--- src/hw/rtl/assert_macros.svh ---
// Assertion macros used by the RTL of the sorted list table engine.
`ifndef ASSERT_MACROS_SVH
`define ASSERT_MACROS_SVH

// same-cycle implication
`define ASSERT_IMPLIES(label, clk, rst, ante, cons) \
   label: assert property (@(posedge clk) disable iff (rst) (ante) |-> (cons)) \
      else $error("assertion failed: same-cycle implication");

// next-cycle implication
`define ASSERT_NEXT(label, clk, rst, ante, cons) \
   label: assert property (@(posedge clk) disable iff (rst) (ante) |=> (cons)) \
      else $error("assertion failed: next-cycle implication");

`endif

--- src/hw/rtl/slt_pkg.sv ---
// Types, codes and defaults shared by the sorted list table modules.
package slt_pkg;

   localparam int CAPACITY_DEF    = 32;
   localparam int VALUE_WIDTH_DEF = 32;
   localparam int FIELD_VALUE_W   = 32;
   localparam int ENTRY_COUNT_W   = 6;

   // opcodes
   localparam logic [1:0] OP_INSERT  = 2'd0;
   localparam logic [1:0] OP_REMOVE  = 2'd1;
   localparam logic [1:0] OP_READOUT = 2'd2;

   // result status codes
   localparam logic [1:0] STATUS_OK        = 2'd0;
   localparam logic [1:0] STATUS_FULL      = 2'd1;
   localparam logic [1:0] STATUS_NOT_FOUND = 2'd2;
   localparam logic [1:0] STATUS_EMPTY     = 2'd3;

   typedef struct packed {
      logic [1:0]                      opcode;
      logic signed [FIELD_VALUE_W-1:0] value;
   } req_word_type;

   typedef struct packed {
      logic signed [FIELD_VALUE_W-1:0] out_value;
      logic [1:0]                      status;
      logic                            last;
      logic [ENTRY_COUNT_W-1:0]        entry_count;
   } rsp_word_type;

   // result word handed from the engine to the output register
   typedef struct packed {
      logic         valid;
      rsp_word_type word;
   } slt_emit_type;

endpackage

--- src/hw/rtl/slt_engine.sv ---
// Table sequencer: entry memory plus read-modify-write walk for insert and remove, read walk for readout.
`include "assert_macros.svh"

module slt_engine #(
   parameter int CAPACITY    = slt_pkg::CAPACITY_DEF,
   parameter int VALUE_WIDTH = slt_pkg::VALUE_WIDTH_DEF
) (
   input  logic                  clock,
   input  logic                  reset,
   input  logic                  start,
   input  slt_pkg::req_word_type req,
   input  logic                  out_free,
   output logic                  idle,
   output slt_pkg::slt_emit_type emit
);
   import slt_pkg::*;

   localparam int IDX_W = $clog2(CAPACITY);
   localparam int CNT_W = $clog2(CAPACITY + 1);
   localparam logic [CNT_W-1:0] CNT_MAX = CNT_W'(CAPACITY);

   typedef enum logic [6:0] {
      ST_IDLE      = 7'b0000001,
      ST_INS       = 7'b0000010,
      ST_PUT       = 7'b0000100,
      ST_REM_SCAN  = 7'b0001000,
      ST_REM_SHIFT = 7'b0010000,
      ST_RD        = 7'b0100000,
      ST_RESP      = 7'b1000000
   } state_type;

   logic signed [VALUE_WIDTH-1:0] sorted_entries_mem [CAPACITY];
   logic signed [VALUE_WIDTH-1:0] rd_data_ff;

   state_type                     state_ff, state_in;
   logic [CNT_W-1:0]              count_ff, count_in;
   logic [IDX_W-1:0]              idx_ff, idx_in;
   logic signed [VALUE_WIDTH-1:0] key_ff, key_in;
   logic [1:0]                    status_ff, status_in;

   logic                          rd_en, wr_en;
   logic [IDX_W-1:0]              rd_addr, wr_addr;
   logic signed [VALUE_WIDTH-1:0] wr_data;
   logic                          is_last;
   logic [IDX_W-1:0]              next_idx, prev_idx;

   assign is_last  = (CNT_W'(idx_ff) == count_ff - CNT_W'(1));
   assign next_idx = idx_ff + IDX_W'(1);
   assign prev_idx = idx_ff - IDX_W'(1);
   assign idle     = (state_ff == ST_IDLE);

   always_comb begin
      state_in  = state_ff;
      count_in  = count_ff;
      idx_in    = idx_ff;
      key_in    = key_ff;
      status_in = status_ff;
      rd_en     = 1'b0;
      rd_addr   = idx_ff;
      wr_en     = 1'b0;
      wr_addr   = idx_ff;
      wr_data   = rd_data_ff;
      emit      = '0;

      unique case (state_ff)
         ST_IDLE: begin
            if (start) begin
               key_in    = VALUE_WIDTH'(req.value);
               status_in = STATUS_OK;
               unique case (req.opcode)
                  OP_INSERT: begin
                     if (count_ff == CNT_MAX) begin
                        status_in = STATUS_FULL;
                        state_in  = ST_RESP;
                     end else if (count_ff == '0) begin
                        wr_en    = 1'b1;
                        wr_addr  = '0;
                        wr_data  = VALUE_WIDTH'(req.value);
                        count_in = count_ff + CNT_W'(1);
                        state_in = ST_RESP;
                     end else begin
                        // walk down from the top entry
                        rd_en    = 1'b1;
                        rd_addr  = IDX_W'(count_ff - CNT_W'(1));
                        idx_in   = IDX_W'(count_ff - CNT_W'(1));
                        state_in = ST_INS;
                     end
                  end
                  OP_REMOVE: begin
                     if (count_ff == '0) begin
                        status_in = STATUS_NOT_FOUND;
                        state_in  = ST_RESP;
                     end else begin
                        rd_en    = 1'b1;
                        rd_addr  = '0;
                        idx_in   = '0;
                        state_in = ST_REM_SCAN;
                     end
                  end
                  OP_READOUT: begin
                     if (count_ff == '0) begin
                        status_in = STATUS_EMPTY;
                        state_in  = ST_RESP;
                     end else begin
                        rd_en    = 1'b1;
                        rd_addr  = '0;
                        idx_in   = '0;
                        state_in = ST_RD;
                     end
                  end
                  default: begin
                     state_in = ST_RESP;
                  end
               endcase
            end
         end
         ST_INS: begin
            // entries >= key move up one slot; key lands above first smaller one
            wr_en   = 1'b1;
            wr_addr = next_idx;
            if (rd_data_ff < key_ff) begin
               wr_data  = key_ff;
               count_in = count_ff + CNT_W'(1);
               state_in = ST_RESP;
            end else if (idx_ff == '0) begin
               state_in = ST_PUT;
            end else begin
               rd_en   = 1'b1;
               rd_addr = prev_idx;
               idx_in  = prev_idx;
            end
         end
         ST_PUT: begin
            wr_en    = 1'b1;
            wr_addr  = '0;
            wr_data  = key_ff;
            count_in = count_ff + CNT_W'(1);
            state_in = ST_RESP;
         end
         ST_REM_SCAN: begin
            priority if (rd_data_ff == key_ff) begin
               if (is_last) begin
                  count_in = count_ff - CNT_W'(1);
                  state_in = ST_RESP;
               end else begin
                  rd_en    = 1'b1;
                  rd_addr  = next_idx;
                  idx_in   = next_idx;
                  state_in = ST_REM_SHIFT;
               end
            end else if (rd_data_ff < key_ff && !is_last) begin
               rd_en   = 1'b1;
               rd_addr = next_idx;
               idx_in  = next_idx;
            end else begin
               status_in = STATUS_NOT_FOUND;
               state_in  = ST_RESP;
            end
         end
         ST_REM_SHIFT: begin
            // close the gap: entry idx moves down one slot
            wr_en   = 1'b1;
            wr_addr = prev_idx;
            if (is_last) begin
               count_in = count_ff - CNT_W'(1);
               state_in = ST_RESP;
            end else begin
               rd_en   = 1'b1;
               rd_addr = next_idx;
               idx_in  = next_idx;
            end
         end
         ST_RD: begin
            // read data holds until the next read, so a stall just waits here
            if (out_free) begin
               emit.valid            = 1'b1;
               emit.word.out_value   = FIELD_VALUE_W'(rd_data_ff);
               emit.word.status      = STATUS_OK;
               emit.word.last        = is_last;
               emit.word.entry_count = ENTRY_COUNT_W'(count_ff);
               if (is_last) begin
                  state_in = ST_IDLE;
               end else begin
                  rd_en   = 1'b1;
                  rd_addr = next_idx;
                  idx_in  = next_idx;
               end
            end
         end
         ST_RESP: begin
            if (out_free) begin
               emit.valid            = 1'b1;
               emit.word.out_value   = '0;
               emit.word.status      = status_ff;
               emit.word.last        = 1'b1;
               emit.word.entry_count = ENTRY_COUNT_W'(count_ff);
               state_in              = ST_IDLE;
            end
         end
         default: begin
            state_in = ST_IDLE;
         end
      endcase
   end

   always_ff @(posedge clock) begin
      if (wr_en) begin
         sorted_entries_mem[wr_addr] <= wr_data;
      end
      if (rd_en) begin
         rd_data_ff <= sorted_entries_mem[rd_addr];
      end
   end

   always_ff @(posedge clock) begin
      if (reset) begin
         state_ff <= ST_IDLE;
         count_ff <= '0;
      end else begin
         state_ff <= state_in;
         count_ff <= count_in;
      end
   end

   always_ff @(posedge clock) begin
      idx_ff    <= idx_in;
      key_ff    <= key_in;
      status_ff <= status_in;
   end

   `ASSERT_IMPLIES(a_count_bound, clock, reset, 1'b1, count_ff <= CNT_MAX)
   `ASSERT_IMPLIES(a_emit_has_room, clock, reset, emit.valid, out_free)
   `ASSERT_IMPLIES(a_no_rw_overlap, clock, reset, rd_en && wr_en, rd_addr != wr_addr)
   `ASSERT_NEXT(a_resp_returns_idle, clock, reset, state_ff == ST_RESP && out_free,
                state_ff == ST_IDLE)

endmodule

--- src/hw/rtl/slt_out_buf.sv ---
// Result output register between the engine and the rsp channel.
module slt_out_buf (
   input  logic                  clock,
   input  logic                  reset,
   input  slt_pkg::slt_emit_type emit,
   input  logic                  rsp_stall,
   output logic                  rsp_valid,
   output slt_pkg::rsp_word_type rsp_word,
   output logic                  out_free
);
   import slt_pkg::*;

   logic         rsp_valid_ff, rsp_valid_in;
   rsp_word_type rsp_word_ff, rsp_word_in;

   // slot is free when empty or its word leaves this cycle
   assign out_free = !rsp_valid_ff || !rsp_stall;

   always_comb begin
      rsp_word_in = rsp_word_ff;
      if (emit.valid) begin
         rsp_valid_in = 1'b1;
         rsp_word_in  = emit.word;
      end else if (out_free) begin
         rsp_valid_in = 1'b0;
      end else begin
         rsp_valid_in = rsp_valid_ff;
      end
   end

   always_ff @(posedge clock) begin
      if (reset) begin
         rsp_valid_ff <= 1'b0;
      end else begin
         rsp_valid_ff <= rsp_valid_in;
      end
   end

   always_ff @(posedge clock) begin
      rsp_word_ff <= rsp_word_in;
   end

   assign rsp_valid = rsp_valid_ff;
   assign rsp_word  = rsp_word_ff;

endmodule

--- src/hw/rtl/sorted_list_table.sv ---
// Sorted list table: bounded ascending multiset of signed values kept in one entry memory.
// Holds up to CAPACITY signed values of VALUE_WIDTH bits in ascending order, in a
// single-port-read / single-port-write memory with a registered read. The req
// value is taken from its low VALUE_WIDTH bits and read out sign extended. Insert
// (opcode 0) walks down from the top entry, moving each entry that is greater or
// equal up one slot, one entry per cycle, and drops the value in the gap. Remove
// (opcode 1) scans up from entry 0 until a match, then walks the rest of the table
// down one slot; a miss stops the scan at the first greater entry or the top one.
// Readout (opcode 2) returns one word per stored entry, one per cycle while rsp is
// not stalled, after a registered read; an empty table returns one word with the
// empty status. Insert on a full table, remove on an empty table, empty readout and
// the unused opcode go straight from idle to their single result word. The rate is
// set by the one memory read per cycle. One item is worked on at a time: req_stall
// is high from the accept until the last result word is loaded into the rsp output
// register, which holds it under rsp_stall while the next item may already start.
// Every non-readout item returns one word with last set; entry_count is the count
// after the operation, in 6 bits. No clearing pass: the count resets to zero and
// only entries below it are read.
module sorted_list_table #(
   parameter int CAPACITY    = slt_pkg::CAPACITY_DEF,
   parameter int VALUE_WIDTH = slt_pkg::VALUE_WIDTH_DEF
) (
   input  logic                  clock,
   input  logic                  reset,
   input  logic                  req_valid,
   output logic                  req_stall,
   input  slt_pkg::req_word_type req_word,
   output logic                  rsp_valid,
   input  logic                  rsp_stall,
   output slt_pkg::rsp_word_type rsp_word
);
   import slt_pkg::*;

   logic         engine_idle;
   logic         start;
   logic         out_free;
   slt_emit_type emit;

   // take a new word only when the sequencer is idle
   assign req_stall = !engine_idle;
   assign start     = req_valid && engine_idle;

   slt_engine #(
      .CAPACITY    (CAPACITY),
      .VALUE_WIDTH (VALUE_WIDTH)
   ) u_engine (
      .clock    (clock),
      .reset    (reset),
      .start    (start),
      .req      (req_word),
      .out_free (out_free),
      .idle     (engine_idle),
      .emit     (emit)
   );

   slt_out_buf u_out_buf (
      .clock     (clock),
      .reset     (reset),
      .emit      (emit),
      .rsp_stall (rsp_stall),
      .rsp_valid (rsp_valid),
      .rsp_word  (rsp_word),
      .out_free  (out_free)
   );

endmodule

--- config.mk ---
export PLATFORM = sky130hd
export DESIGN_NAME = sorted_list_table
export DESIGN_NICKNAME = d
export VERILOG_FILES = /design/src/hw/rtl/slt_pkg.sv /design/src/hw/rtl/slt_engine.sv /design/src/hw/rtl/slt_out_buf.sv /design/src/hw/rtl/sorted_list_table.sv
export VERILOG_INCLUDE_DIRS = /design/src /design/src/hw/rtl
export SDC_FILE = /design/constraint.sdc
export NUM_CORES = 1
export LEC_CHECK = 0
export BUFFER_PORTS_ARGS = -buffer_cell sky130_fd_sc_hd__buf_2
export CORE_MARGIN = 1
export CORE_UTILIZATION = 40
export DETAILED_ROUTE_END_ITERATION = 6
export HOLD_SLACK_MARGIN = 0.06
export PLACE_DENSITY = 0.6
export REMOVE_ABC_BUFFERS = 1
export SETUP_SLACK_MARGIN = 0.4
export SYNTH_ARGS = -nofsm -noshare
export SYNTH_HDL_FRONTEND = slang
export SYNTH_SLANG_ARGS = --single-unit
--- constraint.sdc ---
create_clock -name clock -period 4.6 [get_ports clock]
set_input_delay 0.46 -clock clock [delete_from_list [all_inputs] [get_ports clock]]
set_output_delay 0.46 -clock clock [all_outputs]
set_load 0.005 [all_outputs]
==> After elaboration in Yosys (flattened, before gate mapping) <==
Memories as Yosys holds them, arrays and structs flattened. A register that Yosys moved wholly into a read port is not among the register bits.
Cells that the tools add are included.
Widths: inputs -> output; s select.
{ "word_totals": {"register_bits": 94, "ram_bits": 1024, "inputBits": 38, "memories": 1} }
{ "op_classes": {"n_addsub": 4, "order_cmp": 1, "eq_ne": 26, "mux": 78, "reduce_logical": 19} }
{ "mem_list": {"columns": ["name", "depth", "width", "read_ports", "rd_clocked_by_memory_dff", "write_ports", "line_no", "rtl"], "rows": [
  ["u_engine.sorted_entries_mem", 32, 32, 1, 1, 1, "slt_engine.sv:32", "logic signed [VALUE_WIDTH-1:0] sorted_entries_mem [CAPACITY];"]
]} }
{ "ops": {"columns": ["operator", "count"], "rows": [
  ["$mux 32", 5],
  ["$mux 7", 14],
  ["$pmux 32 s3", 1],
  ["$mux 42", 2],
  ["$pmux 42 s2", 1],
  ["$mux 5", 14],
  ["$pmux 7 s7", 1],
  ["$mux 6", 7],
  ["$eq 32x32->1", 1],
  ["$lt 32x32->1", 1],
  ["$pmux 6 s5", 1],
  ["$pmux 5 s5", 1],
  ["$pmux 7 s3", 1],
  ["$pmux 5 s4", 1],
  ["$mux 1", 18],
  ["$ne 2x1->1 const B", 7],
  ["$reduce_and 7->1", 2],
  ["$mux 2", 5],
  ["$ne 2x2->1 const B", 5],
  ["$pmux 5 s2", 1],
  ["$eq 7x1->1 const B", 1],
  ["$eq 7x2->1 const B", 1],
  ["$eq 7x3->1 const B", 1],
  ["$eq 7x4->1 const B", 1],
  ["other kinds (29)", 35]
]} }

==> Logic depth before layout (Yosys ltp) <==
Gate-level depths: netlist (run 1).
{ "logic_depth": {"depth_word": 8, "depth_mapped": 19} }

==> By module <==
From an unflattened synthesis (run 1), not the netlist that was laid out.
{ "hier_totals": {"hier_cells": 3242, "hier_area_um2": 47123.9} }
{ "by_module_without_submodules": {"columns": ["module", "n_inst", "cells_per_inst", "area_each_um2", "seq_area_each_um2"], "rows": [
  ["slt_engine", 1, 3195, 45850.2, 33091.7],
  ["slt_out_buf", 1, 45, 1263.7, 1251.2],
  ["sorted_list_table", 1, 2, 10.0, 0.0]
]} }

==> Worst setup path after synthesis (run 1) <==
Ideal clock, no wire load.
{ "synth_path": {"path_type": "reg2reg", "from": "reg u_engine.state_ff[6]", "to": "reg u_engine.rd_data_ff[10] (read register of u_engine.sorted_entries_mem), data pin", "setup_ns": 0.260, "arrival_ns": 4.251, "slack_ns": 0.089, "stages_incl_launch_ff": 16, "synth_period_minus_slack_ns": 4.511, "cell_sequence": "dfxtp_1 -> nor3_2 -> and4b_1 -> inv_1 -> nor2_1 -> nand3_1 -> or2_2 -> o211ai_1 -> nor2_4 -> inv_2 -> and4_1 -> buf_2 -> clkbuf_1 -> a32oi_1 -> nand4_1 -> nor3_2"} }
{ "synth_between": {"elab_chain_cells": 4} }
{ "synth_rtl": {"columns": ["element", "line_no", "rtl"], "rows": [
  ["from (decl)", "slt_engine.sv:35", "state_type state_ff, state_in;"],
  ["from (signal assigned)", "slt_engine.sv:220", "state_ff <= state_in;"],
  ["$eq 7x1->1", null, null],
  ["$logic_and 1x1->1", "sorted_list_table.sv:41", "assign start = req_valid && engine_idle;"],
  ["$mux 5", "slt_engine.sv:67", "if (start) begin"],
  ["$pmux 5 s5 *", "slt_engine.sv:65", "unique case (state_ff)"],
  ["net u_engine.idx_in[1]", "slt_engine.sv:37", "logic [IDX_W-1:0] idx_ff, idx_in;"],
  ["to (decl)", "slt_engine.sv:33", "logic signed [VALUE_WIDTH-1:0] rd_data_ff;"]
]} }
Mark *: on every way through the listed nets, which the timed path passes. The rest lies on a longest branch.
A chain may end at the register's enable or synchronous reset.

==> Worst setup path after layout (run 1) <==
{ "layout_path": {"from": "reg u_engine.rd_data_ff[15] (read register of u_engine.sorted_entries_mem)", "to": "reg u_engine.rd_data_ff[4] (read register of u_engine.sorted_entries_mem), data pin"} }
{ "layout_between": {"elab_chain_cells": 5} }
{ "layout_rtl": {"columns": ["element", "line_no", "rtl"], "rows": [
  ["$lt 32x32->1", "slt_engine.sv:121, slt_engine.sv:151", null],
  ["$logic_and 1x1->1", "slt_engine.sv:151", "end else if (rd_data_ff < key_ff && !is_last) begin"],
  ["$mux 5 / $mux 1 (equally long branches)", "slt_engine.sv:151", null],
  ["$mux 5 / $mux 1 (equally long branches)", "slt_engine.sv:141", "priority if (rd_data_ff == key_ff) begin"],
  ["$pmux 5 s5 / $pmux 1 s5 (equally long branches)", "slt_engine.sv:65", null]
]} }
Several ways; a longest one is shown, not always the timed one.

==> summary.md, run 1 <==
| Metric | Value |
|---|---|
| Status | finished, violations left |
| Failing checks | DRC |
| Setup WS pre-CTS | -0.3118 ns |
| #FFs+latches synth | 1150 |
| Slew headroom | 37.93% |
| Layout area overhead | 22.47% |
| Commonest non-fill, non-tap cells in the layout | edfxtp_1 (1131), nand2_1 (554), mux2i_1 (226), buf_4 (206), clkbuf_16 (129) |
| Peak supply drop | 0.5347 mV |
| Max FO, Critical Path | 9 |
| Largest family of logic cells by synthesized area | simple AND/OR/NAND/NOR gates |
| First-pass GRT wire length | 196300 µm |
| RSZ-0062 raised after global routing | true |
| Post-synth EDFFs | 1131 |
| CP max stage delay | 0.57 ns |
| Hold Path Class | input port to flop |
| Num CTS Buffers | 117 |
| Fmax | 227.6 MHz |
| Final instance area | 57040 µm² |
| Async set-reset flop share out of synthesis | 0% |
| Largest net degree at the start of global routing | 73 |
| Total power | 37.47 mW |
| Vias per Instance | 5.752 |
| Post-Syn Area | 46570 µm² |
| Die height | 343.2 µm |
| Die ar. | 117800 µm² |
| Most common cell on crit path | buf_6 |
| Worst reg2reg setup slack | 0.21 ns |
| Post-route DRC violation count | 3 |
| Final Core Density | 49.68% |
| Final slew viol count | 0 |
| Worst skew pair latency | 0.72 ns |
| # setup viols final | 0 |
| Total GRT Usage | 23.31% |
| Worst-path clk slew | 0.06 ns |
| Num ports | 81 |
| Antenna cell count | 0 |
| CP required | 5.10 ns |
| Port buffer count | 80 |
| WHS | 0.1020 ns |
| Kind of critical path | flop to flop |
| XOR/XNOR share of the synthesized area | 0.2633% |
| Vias in the first global route | 27.88k |
| Bufs and invs on worst path | 8 |
| Post-synthesis cell count | 3134 |
| Crit start category | flop |
| Sink Count | 1150 |
| Min Clock Period, post-route | 4.394 ns |
| Tcrit/Tclk final | 95.53% |
| Hpwl dp | 82290 µm |
| Post-synthesis adder-cell area fraction | 1.075% |
| Number of synthesis warnings | 0 |
| Worst-path cell chain | ha_4 -> buf_6 -> nand4_4 -> buf_6 -> nor3b_2 -> buf_4 -> a2111oi_4 -> o21a_1 -> or4_4 -> buf_4 -> nand3_2 -> nand3_4 -> buf_12 -> inv_16 -> buf_16 -> buf_6 -> nand2_1 -> a32oi_1 -> o22ai_2 -> nor3_2 |
| Synth unique cells | 81 |
| CP top delay family | simple AND/OR/NAND/NOR gates |
| Core Area | 114800 µm² |
| Pwr dens | 656.9 nW/µm² |
| Worst setup margin | 0.2057 ns |
| Die W | 343.2 µm |
| Initial core utilization | 40.57% |
| Placed cell count | 4807 |
| CTS tree | yes |
| Complex-gate fraction of the synthesized area | 7.310% |
| Mapped Avg Cell Area | 14.86 µm² |
| Critical-path top delay cell | or4_4 |
| Final wirelength | 141400 µm |
| Layout cells sized above 1 | 21.83% |
| H-tree Lvls | 3 |
| Initial drt markers | 3921 |
| Placed Instance Area | 51300 µm² |
| Fillers | 9638 |
| Initial antenna violation count | 3 |
| Post-Route Setup TNS | 0 ns |
| Avg WL per Cell | 27.49 µm |
| ANT nets after route | 0 |
| Post-synthesis sequential area ratio | 73.74% |
| Gr ovfl total | 0 |
| Vias | 29.59k |
| Synth Area in Simple Gates | 10.25% |
| # rows | 124 |
| GP Congestion | 0.8878 |
| Worst-Margin Slew | 0.9288 ns |
| Post-Layout Cell Count | 5145 |
| Fin Clk Skew | 0.02938 ns |
| Crit path arrival time | 4.90 ns |
| Total iterations of the first detailed-routing run | 7 |
| Most common cell after layout, fill and taps aside | edfxtp_1 |
| Prevailing post-synth register cell | edfxtp_1 |
| CTS Root Cell | clkbuf_16 |
| CP endpoint kind | flop |
| Mux share of post-synthesis cell area | 4.857% |
| Fin nets | 3614 |
| Max-Cap Viols | 0 |
| Clock Path Buffers | 3 |
| P_leak | 20.49 nW |
| Fin. Hold Viols | 0 |
## flip-flops by register name (all words and copies together) (netlist names)
register,flops
u_engine.status_ff,2
u_out_buf.rsp_valid,1
u_engine.count_ff,6
u_engine.idx_ff,5
u_engine.sorted_entries_mem,1024
u_engine.key_ff,32
u_out_buf.rsp_word,41
u_engine.rd_data_ff,32
u_engine.state_ff,7
## layout make-up
| class | count | area [µm²] | share of cell area (%) |
|---|---|---|---|
| clock inverters | 63 | 598.1 | 1.049 |
| multi-input cells | 1724 | 11830 | 20.73 |
| flip-flops and latches | 1150 | 34340 | 60.21 |
| well taps | 1512 | 1892 | 3.317 |
| clock buffers | 153 | 3084 | 5.407 |
| inverters | 81 | 332.8 | 0.5835 |
| repair buffers | 462 | 4965 | 8.704 |
## cell usage after synthesis (all sizes together), types with 4 or more instances
| cell | count | area [µm²] |
|---|---|---|
| nor2b | 7 | 43.79 |
| xnor2 | 8 | 70.07 |
| nand3 | 146 | 730.7 |
| a22oi | 98 | 885.9 |
| edfxtp | 1131 | 33960 |
| nor4 | 15 | 211.5 |
| nor3 | 40 | 366.6 |
| o22ai | 35 | 219.0 |
| and2 | 6 | 37.54 |
| nor2 | 82 | 317.8 |
| a222oi | 31 | 310.3 |
| o211ai | 5 | 37.54 |
| nand4 | 72 | 456.7 |
| and3 | 35 | 219.0 |
| nand4b | 6 | 52.55 |
| dfxtp | 19 | 380.4 |
| xor2 | 6 | 52.55 |
| buf | 105 | 578.1 |
| or4 | 4 | 33.78 |
| nand2b | 5 | 31.28 |
| a31oi | 4 | 25.02 |
| a21oi | 109 | 549.3 |
| ha | 40 | 500.5 |
| a211oi | 5 | 37.54 |
| inv | 80 | 307.8 |
| a32oi | 96 | 840.8 |
| o21ai | 30 | 172.7 |
| a211o | 4 | 35.03 |
| clkbuf | 74 | 279.0 |
| nand2 | 559 | 2101 |
| and4 | 6 | 57.55 |
| mux2i | 226 | 2262 |
## power breakdown
group	internal (mW)	switching (mW)	total, mW
logic	5.66	8.88	14.5
registers	13.5	0.220	13.7
clock network	5.27	3.96	9.23
total	24.4	13.1	37.5
## kinds of logic after synthesis
family | Yosys count
XOR/XNOR | 14
buffers and inverters | 260
flip-flops | 1150
AO/OA/AOI/OAI | 448
adder cells (fa/ha/maj) | 40
AND/OR/NAND/NOR | 996
multiplexers | 226
## routing by layer
layer,global-route usage (%),vias up,share of wire (%)
met5,0,-,0
met4,7.028,0,2.7
met3,6.018,243,10
met2,36.69,1505,46
met1,31.76,14930,41
li1,-,12920,-
## path summary, 6_finish.rpt
path	start	end	cells after the start
hold / removal	req_word[6]	u_engine.key_ff[6]	1
setup reg to reg	u_engine.rd_data_ff[15]	u_engine.rd_data_ff[4]	20
setup / recovery	u_engine.rd_data_ff[15]	u_engine.rd_data_ff[4]	20
hold reg to reg	u_engine.state_ff[4]	u_engine.state_ff[4]	2
## what timing repair did
| item | 4_1_cts | 5_1_grt |
|---|---|---|
| pin swaps | 67 | 59 |
| hold buffers | 31 | 0 |
| gates cloned | 7 | 11 |
| setup buffers | 49 | 24 |
| endpoints found under the setup margin | 64 | 1198 |
| gates resized for setup | 80 | 73 |
| endpoints found under the hold margin | 31 | 0 |
No activity file was read; power rests on OpenSTA's default activity.
==> run 2: changes to the inputs <==
CORE_UTILIZATION = 56   (was 40)
PLACE_DENSITY = 0.78   (was 0.6)
==> run 2 against run 1 <==
  * The flow finishes with violations (setup timing)
  * Global-route usage rose by 8.7 points
  * Clock power down 6.1%
  * Worst hold slack improved by 0.00091 ns
  * Register-to-register slack lost 0.51 ns
  * Sequential power hardly changed
  * Non-clock buffer count rose by 40
  * Final area rose by 0.75%
  * Critical path depth shrank 2
  * Sequential share of layout area shrank 0.45 points
  * Critical path type unchanged
  * Critical endpoint is now u_engine.rd_data_ff[15]
  * Largest power group unchanged
  * Highest routed layer is now met5
==> summary.md, run 2 (synthesis gave the netlist of run 1 again) <==
| Metric | Value |
|---|---|
| Status | finished, violations left |
| Failing checks | setup timing |
| Largest net degree at the start of global routing | 98 |
| Antenna cell count | 0 |
| Port buffer count | 80 |
| Fin Clk Skew | 0.05300 ns |
| RR Startpoint | u_engine.rd_data_ff[27] |
| Internal cell power | 25.62 mW |
| Worst reg2reg setup slack | -0.30 ns |
| Initial core utilization | 56.63% |
| Die ar. | 84330 µm² |
| Hpwl dp | 73530 µm |
| P_leak | 20.87 nW |
| Largest Register | u_engine.sorted_entries_mem |
| Hold Path Class | input port to flop |
| Total power | 40.14 mW |
| CTS Root Cell | clkbuf_16 |
| Final Core Density | 69.88% |
| # setup viols final | 23 |
| Sequential cell area | 34340 µm² |
| Critical-path top delay cell | edfxtp_1 |
| H-tree Lvls | 3 |
| Layout cells sized above 1 | 23.24% |
| Vias | 32.15k |
| CP required | 5.13 ns |
| Vias per Instance | 6.801 |
| R2R depth | 18 |
| Switching share of power | 36.18% |
| Fillers | 4693 |
| Slew headroom | 19.21% |
| First-pass GRT wire length | 198000 µm |
| Crit start category | flop |
| Tcrit/Tclk final | 106.6% |
| CP top delay family | compound AO/OA/AOI/OAI gates |
| Vias in the first global route | 31.05k |
| Largest register FFs | 1024 |
| Num ports | 81 |
| Fin. Hold Viols | 0 |
| Final slew viol count | 0 |
| Commonest non-fill, non-tap cells in the layout | edfxtp_1 (1131), nand2_1 (551), mux2i_1 (221), buf_4 (182), buf_12 (122) |
| Multi-input gate area | 12080 µm² |
| Max FO, Critical Path | 11 |
| # rows | 105 |
| Final wirelength | 144500 µm |
| Psw | 14.52 mW |
| Clk network pwr share | 21.6% |
| Crit path capture | u_engine.rd_data_ff[15] |
| CP endpoint kind | flop |
| Die W | 290.4 µm |
| Total iterations of the first detailed-routing run | 7 |
| Sink Count | 1150 |
| Num CTS Buffers | 108 |
| Worst skew pair latency | 0.70 ns |
| Worst-Margin Slew | 1.209 ns |
| CTS tree | yes |
| Final instance area | 57470 µm² |
| CP max stage delay | 0.59 ns |
| Initial antenna violation count | 2 |
| Worst setup margin | -0.3019 ns |
| RSZ-0062 raised after global routing | true |
| Min Clock Period, post-route | 4.902 ns |
| Max-Cap Viols | 0 |
| Pwr dens | 698.5 nW/µm² |
| Placed Instance Area | 51140 µm² |
| Worst-path clk slew | 0.07 ns |
| Die height | 290.4 µm |
| Clock Path Buffers | 3 |
| Reg power frac | 34.2% |
| Fmax | 204.0 MHz |
| Most common cell on crit path | nand2_1 |
| Layout area overhead | 23.39% |
| Gr ovfl total | 0 |
| Core Area | 82240 µm² |
| Initial drt markers | 5322 |
| Crit path arrival time | 5.43 ns |
| Setup WS pre-CTS | -0.3613 ns |
| GP Congestion | 0.9485 |
| Worst-path cell chain | ha_1 -> nand2_1 -> o21ai_0 -> o21bai_1 -> o21a_1 -> o21a_4 -> or4_4 -> o2111ai_4 -> nand3_4 -> buf_12 -> clkinv_16 -> buf_8 -> buf_16 -> buf_4 -> nand2_1 -> a32oi_1 -> o22ai_1 -> nor3_2 |
| Crit. path cell count | 18 |
| Comb pwr share | 44.2% |
| R2R Path End | u_engine.rd_data_ff[15] |
| Kind of critical path | flop to flop |
| Total GRT Usage | 32.06% |
| Avg WL per Cell | 30.58 µm |
| Peak supply drop | 0.5836 mV |
| Most common cell after layout, fill and taps aside | edfxtp_1 |
| ANT nets after route | 0 |
| Bufs and invs on worst path | 5 |
| Post-route DRC violation count | 0 |
| WHS | 0.1029 ns |
| Fin nets | 3645 |
| CP Launch Point | u_engine.rd_data_ff[27] |
-- run 2: per-layer routing --
layer | track usage [%] | vias up | share of wire [%]
li1 | - | 12960 | -
met1 | 40.27 | 15460 | 33
met2 | 51.41 | 3014 | 46
met3 | 7.043 | 718 | 14
met4 | 19.10 | 4 | 7.3
met5 | 0 | - | 0.011
-- run 2: timing repair --
item                                   in CTS  in global routing
setup endpoints to repair                  32                713
setup buffers                              69                 44
resized for setup                         102                126
gates cloned                               13                  9
endpoints found under the hold margin      30                  0
hold buffers                               30                  0
pin swaps                                  78                 93
-- run 2: final cells by class --
cell class | instances | share of cell area (%)
timing repair buffer | 502 | 10.44
clock inverter | 63 | 0.8948
inverter | 81 | 0.5878
multi-input combinational | 1724 | 21.02
sequential | 1150 | 59.76
tap | 1070 | 2.330
clock buffer | 137 | 4.966
-- run 2: worst register-to-register path, stage by stage (launching register included) --
cell and delay [ns]:
edfxtp_1 0.59, ha_1 0.44, nand2_1 0.08, o21ai_0 0.42, o21bai_1 0.18, o21a_1 0.23
o21a_4 0.14, or4_4 0.55, o2111ai_4 0.25, nand3_4 0.15, buf_12 0.20, clkinv_16 0.07
buf_8 0.13, buf_16 0.16, buf_4 0.22, nand2_1 0.13, a32oi_1 0.34, o22ai_1 0.23
nor3_2 0.25
-- run 2: worst min path at each step --
stage / start / cells past startpoint / endpoint / slack [ns]
after global routing: req_word[25] / 1 / u_engine.key_ff[25] / 0.1
after CTS: req_word[25] / 1 / u_engine.key_ff[25] / 0.07
after floorplan: u_engine.state_ff[4] / 2 / u_engine.state_ff[4] / 0.50
final: req_word[25] / 1 / u_engine.key_ff[25] / 0.10
after global placement: u_engine.status_ff[1] / 2 / u_out_buf.rsp_word[8] / 0.54
after detailed placement: u_engine.status_ff[0] / 2 / u_out_buf.rsp_word[7] / 0.54
-- run 2: power by group through the flow --
stage | combinational (mW) | clock, mW | sequential [mW]
finish | 17.7 | 8.67 | 13.7
global route | 18.3 | 9.03 | 13.7
CTS | 15.5 | 8.56 | 13.7
detailed placement | 13.2 | 0 | 13.9
global placement | 12.8 | 0 | 13.9
floorplan | 4.47 | 0 | 13.8
-- run 2: through the flow --
stage / TNS [ns] / std cells
2_1_floorplan: -689.65 / 2955
3_3_place_gp: -5.984 / 4362
3_5_place_dp: -7.339 / 4362
4_1_cts: 0 / 4674
5_1_grt: -0.7548 / 4727
6_report: -1.533 / 4727
